File: src/rtl/core/imu_pp_pkg.sv
package imu_pp_pkg;

    localparam int PKT_MAX   = 20;
    localparam int POS_W     = 5;
    localparam int AXIS_W    = 20;
    localparam int TDATA_W   = 160;
    localparam int TUSER_W   = 4;

    localparam logic [POS_W-1:0] LEN_SHORT = 5'd8;
    localparam logic [POS_W-1:0] LEN_MID   = 5'd16;
    localparam logic [POS_W-1:0] LEN_LONG  = 5'd20;

    localparam logic [1:0] ST_OK       = 2'd0;
    localparam logic [1:0] ST_BAD_HDR  = 2'd1;
    localparam logic [1:0] ST_RSVD_TS  = 2'd2;
    localparam logic [1:0] ST_TRUNC    = 2'd3;

    localparam logic [1:0] KIND_ACCEL  = 2'd0;
    localparam logic [1:0] KIND_GYRO   = 2'd1;
    localparam logic [1:0] KIND_BOTH   = 2'd2;
    localparam logic [1:0] KIND_HIRES  = 2'd3;

    localparam logic [1:0] TS_MODE_RSVD = 2'b01;

    typedef logic [PKT_MAX-1:0][7:0] chain_t;

    typedef struct packed {
        logic [1:0] status;
        logic [1:0] kind;
        logic [3:0] flags;
    } evt_t;

endpackage

File: src/rtl/core/imu_pp_cell.sv
module imu_pp_cell (
    input  logic       aclk,
    input  logic       shift_en,
    input  logic [7:0] d,
    output logic [7:0] q
);

    logic [7:0] byte_reg;

    always_ff @(posedge aclk) begin
        if (shift_en) begin
            byte_reg <= d;
        end
    end

    assign q = byte_reg;

endmodule

File: src/rtl/core/imu_pp_ctrl.sv
module imu_pp_ctrl (
    input  logic              aclk,
    input  logic              aresetn,
    input  logic              accept,
    input  logic [7:0]        data_byte,
    input  logic              last_byte,
    input  logic              evt_take,
    output imu_pp_pkg::evt_t  evt,
    output logic              evt_valid
);

    import imu_pp_pkg::*;

    logic [POS_W-1:0] pos_reg, pos_next;
    logic [POS_W-1:0] len_reg, len_next;
    logic [1:0]       kind_reg, kind_next;
    logic             disc_reg, disc_next;
    logic [3:0]       flags_reg, flags_next;
    evt_t             evt_reg, evt_next;
    logic             evt_valid_reg, evt_valid_next;

    logic             msg, acc, gyr, hr;
    logic [POS_W-1:0] pos_inc;
    logic             new_evt;
    evt_t             new_item;

    assign msg     = data_byte[7];
    assign acc     = data_byte[6];
    assign gyr     = data_byte[5];
    assign hr      = data_byte[4];
    assign pos_inc = pos_reg + 5'd1;

    always_comb begin
        pos_next   = pos_reg;
        len_next   = len_reg;
        kind_next  = kind_reg;
        disc_next  = disc_reg;
        flags_next = flags_reg;
        new_evt    = 1'b0;
        new_item   = '0;
        if (accept) begin
            if (disc_reg) begin
                if (last_byte) begin
                    disc_next = 1'b0;
                    pos_next  = '0;
                end
            end else if (pos_reg == '0) begin
                if (msg || (!acc && !gyr) || (hr && !(acc && gyr))) begin
                    new_evt         = 1'b1;
                    new_item.status = ST_BAD_HDR;
                    disc_next       = !last_byte;
                end else begin
                    if (acc && gyr) begin
                        kind_next = hr ? KIND_HIRES : KIND_BOTH;
                        len_next  = hr ? LEN_LONG : LEN_MID;
                    end else begin
                        kind_next = acc ? KIND_ACCEL : KIND_GYRO;
                        len_next  = LEN_SHORT;
                    end
                    flags_next = data_byte[3:0];
                    pos_next   = 5'd1;
                    if (last_byte) begin
                        new_evt         = 1'b1;
                        new_item.status = ST_TRUNC;
                        new_item.kind   = kind_next;
                        new_item.flags  = data_byte[3:0];
                        pos_next        = '0;
                    end
                end
            end else begin
                pos_next       = pos_inc;
                new_item.kind  = kind_reg;
                new_item.flags = flags_reg;
                if (pos_inc >= len_reg) begin
                    new_evt  = 1'b1;
                    pos_next = '0;
                    if (flags_reg[3:2] == TS_MODE_RSVD) begin
                        new_item.status = ST_RSVD_TS;
                        disc_next       = !last_byte;
                    end else begin
                        new_item.status = ST_OK;
                    end
                end else if (last_byte) begin
                    new_evt         = 1'b1;
                    new_item.status = ST_TRUNC;
                    pos_next        = '0;
                end
            end
        end
        evt_next       = new_evt ? new_item : evt_reg;
        evt_valid_next = new_evt ? 1'b1 : (evt_take ? 1'b0 : evt_valid_reg);
    end

    always_ff @(posedge aclk) begin
        if (!aresetn) begin
            pos_reg       <= '0;
            len_reg       <= '0;
            kind_reg      <= '0;
            disc_reg      <= 1'b0;
            flags_reg     <= '0;
            evt_valid_reg <= 1'b0;
        end else begin
            pos_reg       <= pos_next;
            len_reg       <= len_next;
            kind_reg      <= kind_next;
            disc_reg      <= disc_next;
            flags_reg     <= flags_next;
            evt_valid_reg <= evt_valid_next;
        end
    end

    always_ff @(posedge aclk) begin
        evt_reg <= evt_next;
    end

    assign evt       = evt_reg;
    assign evt_valid = evt_valid_reg;

endmodule

File: src/rtl/core/imu_pp_decode.sv
module imu_pp_decode (
    input  logic                               aclk,
    input  logic                               aresetn,
    input  imu_pp_pkg::chain_t                 cells,
    input  imu_pp_pkg::evt_t                   evt,
    input  logic                               evt_valid,
    output logic                               evt_take,
    output logic                               m_tvalid,
    input  logic                               m_tready,
    output logic [imu_pp_pkg::TDATA_W-1:0]     m_tdata,
    output logic [imu_pp_pkg::TUSER_W-1:0]     m_tuser
);

    import imu_pp_pkg::*;

    logic                 tvalid_reg, tvalid_next;
    logic [TDATA_W-1:0]   tdata_reg, tdata_next;
    logic [TUSER_W-1:0]   tuser_reg, tuser_next;

    logic [AXIS_W-1:0] ax, ay, az, gx, gy, gz;
    logic [15:0]       temp, ts;

    // newest byte sits in cell 0: byte i of an n-byte packet is in cell n-1-i
    function automatic logic [AXIS_W-1:0] axis16(input logic [7:0] hi, input logic [7:0] lo);
        axis16 = {{4{hi[7]}}, hi, lo};
    endfunction

    function automatic logic [AXIS_W-1:0] axis20(input logic [7:0] hi, input logic [7:0] lo,
                                                 input logic [3:0] nib);
        axis20 = {hi, lo, nib};
    endfunction

    always_comb begin
        ax   = '0;
        ay   = '0;
        az   = '0;
        gx   = '0;
        gy   = '0;
        gz   = '0;
        temp = '0;
        ts   = '0;
        if (evt.status == ST_OK) begin
            case (evt.kind)
                KIND_ACCEL: begin
                    ax   = axis16(cells[6], cells[5]);
                    ay   = axis16(cells[4], cells[3]);
                    az   = axis16(cells[2], cells[1]);
                    temp = {{8{cells[0][7]}}, cells[0]};
                end
                KIND_GYRO: begin
                    gx   = axis16(cells[6], cells[5]);
                    gy   = axis16(cells[4], cells[3]);
                    gz   = axis16(cells[2], cells[1]);
                    temp = {{8{cells[0][7]}}, cells[0]};
                end
                KIND_BOTH: begin
                    ax   = axis16(cells[14], cells[13]);
                    ay   = axis16(cells[12], cells[11]);
                    az   = axis16(cells[10], cells[9]);
                    gx   = axis16(cells[8], cells[7]);
                    gy   = axis16(cells[6], cells[5]);
                    gz   = axis16(cells[4], cells[3]);
                    temp = {{8{cells[2][7]}}, cells[2]};
                    ts   = {cells[1], cells[0]};
                end
                default: begin
                    ax   = axis20(cells[18], cells[17], cells[2][7:4]);
                    ay   = axis20(cells[16], cells[15], cells[1][7:4]);
                    az   = axis20(cells[14], cells[13], cells[0][7:4]);
                    gx   = axis20(cells[12], cells[11], cells[2][3:0]);
                    gy   = axis20(cells[10], cells[9], cells[1][3:0]);
                    gz   = axis20(cells[8], cells[7], cells[0][3:0]);
                    temp = {cells[6], cells[5]};
                    ts   = {cells[4], cells[3]};
                end
            endcase
        end
    end

    assign evt_take = evt_valid && (!tvalid_reg || m_tready);

    always_comb begin
        tvalid_next = tvalid_reg;
        tdata_next  = tdata_reg;
        tuser_next  = tuser_reg;
        if (evt_take) begin
            tvalid_next = 1'b1;
            tdata_next  = {4'd0, evt.flags, ts, temp, gz, gy, gx, az, ay, ax};
            tuser_next  = {evt.kind, evt.status};
        end else if (m_tready) begin
            tvalid_next = 1'b0;
        end
    end

    always_ff @(posedge aclk) begin
        if (!aresetn) begin
            tvalid_reg <= 1'b0;
        end else begin
            tvalid_reg <= tvalid_next;
        end
    end

    always_ff @(posedge aclk) begin
        tdata_reg <= tdata_next;
        tuser_reg <= tuser_next;
    end

    assign m_tvalid = tvalid_reg;
    assign m_tdata  = tdata_reg;
    assign m_tuser  = tuser_reg;

endmodule

File: src/rtl/core/imu_fifo_packet_parser_top.sv
// A result passes the event register and then the output register before it shows on m_tvalid.
// One byte per cycle when not stalled; each byte shifts one place along a 20-cell byte chain.
// The decode taps read the chain while the finished item waits, before the next shift.
// Stall: input is held only when a finished item and the output register are both occupied.
// Reset (aresetn low, synchronous) clears parser control and output valid; the chain is not reset.
module imu_fifo_packet_parser_top (
    input  logic                               aclk,
    input  logic                               aresetn,
    input  logic                               s_tvalid,
    output logic                               s_tready,
    input  logic [7:0]                         s_tdata,  // [7:0] data_byte
    input  logic                               s_tlast,  // last_byte
    output logic                               m_tvalid,
    input  logic                               m_tready,
    // [19:0] accel_x, [39:20] accel_y, [59:40] accel_z, [79:60] gyro_x,
    // [99:80] gyro_y, [119:100] gyro_z, [135:120] temperature_raw,
    // [151:136] timestamp, [155:152] header_flags, [159:156] zero
    output logic [imu_pp_pkg::TDATA_W-1:0]     m_tdata,
    output logic [imu_pp_pkg::TUSER_W-1:0]     m_tuser   // [1:0] status, [3:2] packet_kind
);

    import imu_pp_pkg::*;

    chain_t cells;
    evt_t   evt;
    logic   evt_valid;
    logic   evt_take;
    logic   accept;

    assign s_tready = !evt_valid || evt_take;
    assign accept   = s_tvalid && s_tready;

    genvar k;
    generate
        for (k = 0; k < PKT_MAX; k++) begin : g_cell
            if (k == 0) begin : g_head
                imu_pp_cell u_cell (
                    .aclk     (aclk),
                    .shift_en (accept),
                    .d        (s_tdata),
                    .q        (cells[k])
                );
            end else begin : g_body
                imu_pp_cell u_cell (
                    .aclk     (aclk),
                    .shift_en (accept),
                    .d        (cells[k-1]),
                    .q        (cells[k])
                );
            end
        end
    endgenerate

    imu_pp_ctrl u_ctrl (
        .aclk      (aclk),
        .aresetn   (aresetn),
        .accept    (accept),
        .data_byte (s_tdata),
        .last_byte (s_tlast),
        .evt_take  (evt_take),
        .evt       (evt),
        .evt_valid (evt_valid)
    );

    imu_pp_decode u_decode (
        .aclk      (aclk),
        .aresetn   (aresetn),
        .cells     (cells),
        .evt       (evt),
        .evt_valid (evt_valid),
        .evt_take  (evt_take),
        .m_tvalid  (m_tvalid),
        .m_tready  (m_tready),
        .m_tdata   (m_tdata),
        .m_tuser   (m_tuser)
    );

endmodule

File: config.mk
export PLATFORM = sky130hd
export DESIGN_NAME = imu_fifo_packet_parser_top
export DESIGN_NICKNAME = d
export VERILOG_FILES = /design/src/rtl/core/imu_pp_pkg.sv /design/src/rtl/core/imu_pp_cell.sv /design/src/rtl/core/imu_pp_ctrl.sv /design/src/rtl/core/imu_pp_decode.sv /design/src/rtl/core/imu_fifo_packet_parser_top.sv
export SDC_FILE = /design/constraint.sdc
export NUM_CORES = 1
export LEC_CHECK = 0
export BUFFER_PORTS_ARGS = -buffer_cell sky130_fd_sc_hd__buf_2
export CAP_MARGIN = 20
export CORE_ASPECT_RATIO = 0.7
export CORE_MARGIN = 1.5
export CORE_UTILIZATION = 55
export CTS_BUF_LIST = sky130_fd_sc_hd__clkbuf_4
export DETAILED_ROUTE_END_ITERATION = 10
export GPL_ROUTABILITY_DRIVEN = 0
export PLACE_DENSITY = 0.85
export SLEW_MARGIN = 10
export SYNTH_ARGS = -nofsm -noshare
export SYNTH_HDL_FRONTEND = slang
export SYNTH_SLANG_ARGS = --single-unit
File: constraint.sdc
create_clock -name aclk -period 24 [get_ports aclk]
set_input_delay 6 -clock aclk [delete_from_list [all_inputs] [get_ports aclk]]
set_output_delay 6 -clock aclk [all_outputs]
set_load 0.1 [all_outputs]
==> results.json, run 1 <==
{
  "hpwl_um": 20500,
  "worst_slew_pin_slew_ps": 1070,
  "numCtsBuffers": 81,
  "ys.flop_type": "edfxtp_1",
  "maxCapViolations": 0,
  "final_common_cell": "edfxtp_1",
  "syn_to_final_growth_pct": 15.3,
  "rows": 48,
  "grt_max_degree": 169,
  "synth_area_per_cell_sq_um": 14.2,
  "final-hold-violation-count": 0,
  "drive_above_1_share_pct": 28.6,
  "wl_per_cell_um": 20.7,
  "fin_setup_tns_ps": 0,
  "post_cts_buffers": 0,
  "drt-total-wl_um": 32500,
  "grt_usage_pct": 24.7,
  "synth-async-reset-ratio_pct": 0,
  "vias_per_cell": 5.92,
  "slowest_delay_ps": 480,
  "h-tree-depth": 3,
  "status": "finished, final reports clean",
  "finalWorstSetupSlack_ps": 11200,
  "netSwitchingFraction_pct": 30.7,
  "crit_arrival_ps": 6800,
  "first_iter_violations": 1197,
  "skew_ps": 55.7,
  "finalSetupViolCount": 0,
  "rsz0062_at_grt": "no",
  "p_per_area_mw_per_mm2": 88.0,
  "yosys_warnings": 0,
  "grt-ovfl-total": 0,
  "hold_path_class": "register to register",
  "die_x_um": 193,
  "ant_nets": 0,
  "io_pins": 179,
  "endpoint_kind": "output pin",
  "post-route-drc-count": 0,
  "cts_max_path_buffers": 3,
  "largest_register_ffs": 156,
  "synth-seq-cells": 336,
  "syn_area_sq_mm": 0.0139,
  "path_cells": "buf_2, nand3b_1, buf_2",
  "fin_crit_ps": 12800,
  "p_comb_share_pct": 16.4,
  "die_area_sq_mm": 0.0262,
  "cts_sinks": 336,
  "finalCritPeriodShare_pct": 53.3,
  "grt_pass1_wl_um": 48300,
  "cp.required_ps": 18000,
  "peakVddDrop_mv": 0.0483,
  "layout_common_cells": "edfxtp_1 (320), buf_2 (174), clkbuf_4 (127)",
  "fmax_mhz": 78.1,
  "startpoint_type": "input pin",
  "die_y_um": 136,
  "synth-edff-count": 320,
  "antenna_found_initial": 1,
  "cts_tree": "yes",
  "maxSlewHeadroom_pct": 28.5,
  "cts_root_buffer": "clkbuf_4",
  "grt_pass1_vias": 8601,
  "portBuffers": 174,
  "yosysSeqAreaShare_pct": 71.5,
  "post-place-ws_ps": 11210,
  "core_sq_mm": 0.0247,
  "routed-via-count": 9278,
  "critPathKind": "input pin to output pin",
  "slowest_stage": "buf_2",
  "leakagePower_nw": 5.86,
  "p_int_mw": 0.977,
  "worstPathMaxFanout": 7,
  "path_clk_slew_ps": 60,
  "p_seq_share_pct": 50.1,
  "maxSlewViolCount": 0,
  "start_util_pct": 56.2,
  "yosysUniqueCellTypes": 49,
  "worstSkewPairLatency_ps": 700,
  "dr.pass1.iters": 6,
  "synthCells": 982,
  "cts_resized": 0,
  "netSwitchingPower_mw": 0.433,
  "finalNetCount": 1198,
  "p_clk_share_pct": 33.5,
  "postCtsHoldBufs": 0,
  "critPathMostFrequentCell": "buf_2"
}
worst max-delay path: cells and delay by family:
kind	cells	cell delay (ps)
buf+inv	2	560
simple gates	1	230
kinds of logic after synthesis:
logic type / Yosys count / share of synthesized area [%]
DFF: 336 / 71.5
AOI/OAI and AO/OA: 250 / 11.2
and+or+nand+nor: 209 / 6.95
muxes: 93 / 7.00
buffers and inverters: 84 / 2.67
adders and majority gates: 6 / 0.540
xor gates and xnor gates: 3 / 0.189
other: 1 / 0.0270
metrics by stage:
step	utilization, %	hold WS (ps)	cells	area [sq um]	power, mW
2_1_floorplan	-	400	985	13900	0.911
3_3_place_gp	60.5	406	1421	15000	0.945
6_report	64.8	420	1568	16000	1.41
5_1_grt	64.8	432	1568	16000	1.46
3_5_place_dp	60.5	405	1421	15000	0.949
4_1_cts	64.7	422	1567	16000	1.42
synthesized netlist by cell type (all sizes together) (10+ instances only):
master  number  area (sq um)
a211oi      56           420
a21oi      121           606
a22oi       35           263
buf         25           139
clkbuf      50           199
dfxtp       16           320
edfxtp     320          9610
mux2        33           372
mux2i       60           601
nand2       64           240
nand4       12          75.1
nor2        82           308
nor2b       26           163
o21ai       10          50.1
worst paths after layout:
kind | endpoint | start | slack [ps] | depth (start not counted)
worst max-delay path | s_tready | m_tready | 11200 | 3
worst min-delay path | u_decode.m_tdata[153] | u_ctrl.evt[1] | 420 | 0
worst max register to register | g_cell[13].g_body.u_cell.q[0] | u_decode.m_tvalid | 21120 | 3
worst min register to register | u_decode.m_tdata[153] | u_ctrl.evt[1] | 420 | 0
final cells by class:
cell class,count,area (sq um)
Inverter,9,33.8
Clock inverter,19,100
Clock buffer,127,953
Antenna cell,1,2.50
Timing Repair Buffer,186,973
Tap cell,325,407
Sequential cell,336,9930
Multi-Input combinational cell,565,3620
Fill cell,1808,8720
power by group through the flow:
| stage | sequential, mW | clock (mW) | combinational (mW) |
|---|---|---|---|
| floorplan | 0.833 | 0 | 0.0775 |
| global placement | 0.718 | 0 | 0.227 |
| detailed placement | 0.719 | 0 | 0.230 |
| CTS | 0.707 | 0.481 | 0.231 |
| global route | 0.710 | 0.509 | 0.242 |
| finish | 0.707 | 0.472 | 0.232 |
layer usage:
| layer | global-route usage (%) | share of wire (%) | wire (um) | vias to the layer above |
|---|---|---|---|---|
| met5 | 0 | 0 | 0 | - |
| met3 | 5.32 | 9.2 | 3000 | 52 |
| met2 | 36.0 | 46 | 15000 | 520 |
| met4 | 9.10 | 2.1 | 694 | 0 |
| li1 | - | - | - | 4203 |
| met1 | 36.8 | 43 | 13800 | 4503 |
Note: power is estimated with default switching activity, not from simulation.
==> inputs of run 2 (changes only) <==
Clock period 24 ns to 12.4 ns, I/O delays scaled along.
==> run 2 against run 1 <==
Effect of this change: sequential share of layout area is 0.13 points higher; clock-buffer cell count is 12 lower; die area stayed put; sequential power is 94% higher; critical path type unchanged; via count is 0.46% lower; power is 91% higher; routed wire length is 0.36% higher; critical path depth stayed put.
==> results.json, run 2 (synthesis results as in run 1) <==
{
  "routed-via-count": 9235,
  "layout_common_cells": "edfxtp_1 (320), buf_2 (174), a21oi_1 (121)",
  "final-hold-violation-count": 0,
  "ant_nets": 0,
  "multi_input_area_sq_mm": 0.00362,
  "die_y_um": 136,
  "p_seq_share_pct": 50.7,
  "antenna_found_initial": 1,
  "netSwitchingFraction_pct": 31.3,
  "maxSlewHeadroom_pct": 31.5,
  "path_clk_slew_ps": 70,
  "status": "finished, final reports clean",
  "hold_path_class": "register to register",
  "drive_above_1_share_pct": 27.9,
  "finalCritPeriodShare_pct": 56.3,
  "wl_per_cell_um": 20.9,
  "cts_sinks": 336,
  "finalSetupViolCount": 0,
  "core_sq_mm": 0.0247,
  "post-place-ws_ps": 5410,
  "fin_crit_ps": 6980,
  "portBuffers": 174,
  "seq_area_sq_mm": 0.00993,
  "largest_register_ffs": 156,
  "p_comb_share_pct": 16.6,
  "cts_max_path_buffers": 3,
  "finalWorstSetupSlack_ps": 5420,
  "grt-ovfl-total": 0,
  "p_clk_share_pct": 32.7,
  "nFillCells": 1828,
  "maxSlewViolCount": 0,
  "start_util_pct": 56.2,
  "grt_max_degree": 173,
  "post-route-drc-count": 0,
  "numCtsBuffers": 79,
  "rsz0062_at_grt": "no",
  "final_common_cell": "edfxtp_1",
  "peakVddDrop_mv": 0.0932,
  "worstPathMaxFanout": 7,
  "die_x_um": 193,
  "syn_to_final_growth_pct": 15.1,
  "hpwl_um": 20600,
  "endpoint_kind": "output pin",
  "postCtsHoldBufs": 0,
  "fin_setup_tns_ps": 0,
  "first_iter_violations": 1220,
  "netSwitchingPower_mw": 0.844,
  "cts_tree": "yes",
  "critPathKind": "input pin to output pin",
  "p_int_mw": 1.86,
  "grt_usage_pct": 24.6,
  "p_per_area_mw_per_mm2": 169,
  "cp.required_ps": 9300,
  "grt_pass1_wl_um": 48100,
  "io_pins": 179,
  "grt_pass1_vias": 8446,
  "worstSkewPairLatency_ps": 700,
  "maxCapViolations": 0,
  "startpoint_type": "input pin",
  "leakagePower_nw": 5.84,
  "worst_slew_pin_slew_ps": 1030,
  "cts_resized": 0,
  "dr.pass1.iters": 6,
  "finalNetCount": 1196,
  "vias_per_cell": 5.90,
  "drt-total-wl_um": 32600,
  "die_area_sq_mm": 0.0262,
  "rows": 48,
  "crit_arrival_ps": 3880,
  "skew_ps": 45.1,
  "post_cts_buffers": 0,
  "cts_root_buffer": "clkbuf_4",
  "fmax_mhz": 143,
  "h-tree-depth": 3
}
[run 2: cell count changes in the layout (fill, tap and decap cells not counted), sizes merged]
cell,previous run,this run
clkbuf,127,115
clkinv,18,24
inv,9,11
[run 2: layout make-up]
type | count | area share [%]
inverter | 9 | 0.211
clock buffer | 115 | 5.40
multi-input combinational | 565 | 22.7
timing repair buffer | 186 | 6.24
tap | 325 | 2.54
clock inverter | 27 | 0.822
sequential | 336 | 62.1
antenna | 1 | 0.0157
[run 2: routing by layer]
layer  vias to the layer above  part of all wire [%]  global-route usage [%]
met1                      4473                    43                    36.5
li1                       4202                     -                       -
met4                         0                   2.2                    9.02
met3                        57                   8.1                    4.88
met2                       503                    47                    36.3
met5                         -                     0                       0
[run 2: worst max-delay path: stages]
cell and delay (ps):
buf_2 80, nand3b_1 220, buf_2 480
[run 2: power groups by stage]
stage	clock [mW]	combinational, mW	sequential (mW)
floorplan	0	0.150	1.61
global placement	0	0.442	1.39
detailed placement	0	0.447	1.39
CTS	0.895	0.448	1.37
global route	0.944	0.470	1.37
finish	0.883	0.449	1.37
[run 2: metrics by stage]
step                      utilization (%)  instances  hold WS (ps)  power, mW  cell area (sq um)
after floorplan                         -        985           400       1.76              13900
after global placement               60.6       1421           406       1.83              15000
after detailed placement             60.6       1421           410       1.84              15000
after CTS                            64.6       1563           407       2.71              16000
after global routing                 64.6       1564           433       2.79              16000
final                                64.6       1564           426       2.70              16000
[run 2: worst paths after layout]
check | startpoint | end | slack [ps] | cells past startpoint
worst min register to register | u_ctrl.evt[1] | u_decode.m_tdata[153] | 430 | 0
worst max-delay path | m_tready | s_tready | 5420 | 3
worst max register to register | u_ctrl.evt[4] | u_decode.m_tdata[75] | 8970 | 5
worst min-delay path | u_ctrl.evt[1] | u_decode.m_tdata[153] | 430 | 0
==> inputs of run 3 (changes only) <==
Settings changed: CORE_UTILIZATION 55 to 54, PLACE_DENSITY 0.85 to 0.87.
Clock period 12.4 ns to 6.4 ns, I/O delays scaled along.
==> run 3 against run 2 <==
Effect of this change: sequential share of layout area fell by 0.068 points; clock-buffer cell count rose by 6; final area rose by 0.11%; non-clock buffer count fell by 1; worst hold slack got worse by 31 ps; clock power rose by 98%; routed wire length rose by 0.36%; global-route usage fell by 0.49 points; register-to-register slack got worse by 5700 ps; setup slack got worse by 3000 ps; power rose by 95%; die area rose by 1.8%; critical path type unchanged.
==> results.json, run 3 (synthesis results as in run 1) <==
{
  "startpoint_type": "input pin",
  "wl_met2_um": 15300,
  "postCtsHoldBufs": 0,
  "worstPathMaxFanout": 7,
  "die_y_um": 137,
  "fin_setup_tns_ps": 0,
  "p_per_area_mw_per_mm2": 329,
  "grt_usage_pct": 24.1,
  "hpwl_um": 20500,
  "final_common_cell": "edfxtp_1",
  "p_comb_share_pct": 16.5,
  "status": "finished, final reports clean",
  "critPathKind": "input pin to output pin",
  "cp.required_ps": 4800,
  "wl_met3_um": 2720,
  "r2r_cells": 5,
  "drive_above_1_share_pct": 28.6,
  "leakagePower_nw": 5.85,
  "finalSetupViolCount": 0,
  "maxCapViolations": 0,
  "final-hold-violation-count": 0,
  "worst_slew_pin_slew_ps": 1200,
  "post-route-drc-count": 0,
  "reg2reg_to": "u_decode.m_tdata[77]",
  "wl_per_cell_um": 21.0,
  "path_clk_slew_ps": 60,
  "die_area_sq_mm": 0.0267,
  "skew_ps": 48.8,
  "io_pins": 179,
  "worstSkewPairLatency_ps": 720,
  "start_util_pct": 55.6,
  "ant_nets": 0,
  "netSwitchingPower_mw": 1.64,
  "p_clk_share_pct": 33.2,
  "highest_layer": "met4",
  "final_cells": 1562,
  "largest_register_ffs": 156,
  "fmax_mhz": 250,
  "netSwitchingFraction_pct": 31.2,
  "syn_to_final_growth_pct": 15.2,
  "multi_input_area_sq_mm": 0.00362,
  "finalCritPeriodShare_pct": 62.6,
  "first_iter_violations": 1121,
  "dpl.cell_count": 1420,
  "cts_max_path_buffers": 3,
  "endpoint_kind": "output pin",
  "routed-via-count": 9252,
  "wl_met1_um": 14100,
  "layout_common_cells": "edfxtp_1 (320), buf_2 (174), a21oi_1 (121), clkbuf_4 (121), nor2_1 (82)",
  "r2r-start": "u_ctrl.evt[4]",
  "cts_root_buffer": "clkbuf_4",
  "hold_path_class": "register to register",
  "seq_area_sq_mm": 0.00993,
  "finalNetCount": 1195,
  "grt-ovfl-total": 0,
  "peakVddDrop_mv": 0.172,
  "crit_arrival_ps": 2410,
  "startpoint": "m_tready",
  "vias_per_cell": 5.92,
  "rsz0062_at_grt": "no",
  "core_sq_mm": 0.0250,
  "nFillCells": 1834,
  "p_seq_share_pct": 50.3,
  "regToRegSetupSlack_ps": 3250,
  "h-tree-depth": 3,
  "drt-total-wl_um": 32800,
  "dr.pass1.iters": 5,
  "post_cts_buffers": 0,
  "grt_max_degree": 169,
  "fin_crit_ps": 4010,
  "grt_pass1_wl_um": 48700,
  "die_x_um": 195,
  "portBuffers": 174,
  "antenna_found_initial": 1,
  "maxSlewViolCount": 0,
  "grt_pass1_vias": 8543,
  "numCtsBuffers": 79,
  "fin_util_pct": 64.1,
  "cts_tree": "yes",
  "cts_sinks": 336,
  "p_int_mw": 3.63,
  "rows": 48,
  "crit_end": "s_tready",
  "cts_resized": 0,
  "maxSlewHeadroom_pct": 19.9
}
[run 3: changes by cell type in the layout (fill, tap and decap cells not counted), sizes merged]
cell	delta
buf	-1
clkinvlp	+2
clkinv	-10
clkbuf	+6
inv	+1
[run 3: cell type report]
type	count	area share, %
inverters	9	0.211
clock inverters	20	0.696
diodes	1	0.0156
repair buffers	185	6.19
multi-input cells	565	22.6
flip-flops and latches	336	62.0
clock buffers	121	5.67
well taps	325	2.54
[run 3: layer usage]
layer,up-vias,track usage [%]
met2,512,36.5
met5,-,0
met3,45,5.29
met1,4505,35.1
li1,4190,-
met4,0,8.18
[run 3: critical path, stage by stage]
cell and delay [ps]:
buf_2 80, nand3b_1 240, buf_2 490
[run 3: worst min path at each step]
stage | cells after the start | endpoint | start | slack (ps)
final | 0 | u_decode.m_tdata[152] | u_ctrl.evt[0] | 400
after global routing | 0 | u_decode.m_tdata[155] | u_ctrl.evt[3] | 420
after CTS | 0 | u_decode.m_tdata[152] | u_ctrl.evt[0] | 390
after detailed placement | 0 | u_decode.m_tdata[152] | u_ctrl.evt[0] | 410
after global placement | 0 | u_decode.m_tdata[152] | u_ctrl.evt[0] | 410
after floorplan | 0 | u_decode.m_tdata[152] | u_ctrl.evt[0] | 400
[run 3: stage by stage]
step                      setup slack [ps]  hold slack, ps  instance area, sq um  total power, mW
final                                 2390             395                 16000             5.27
after floorplan                       1470             400                 13900             3.39
after detailed placement              2400             406                 15000             3.56
after global placement                2420             407                 15000             3.54
after global routing                  2340             415                 16000             5.44
after CTS                             2400             395                 16000             5.29
[run 3: power by group through the flow]
stage / sequential, mW / clock, mW / combinational [mW]
2_1_floorplan: 3.10 / 0 / 0.292
3_3_place_gp: 2.69 / 0 / 0.852
3_5_place_dp: 2.70 / 0 / 0.864
4_1_cts: 2.65 / 1.77 / 0.867
5_1_grt: 2.66 / 1.87 / 0.907
6_report: 2.65 / 1.75 / 0.870
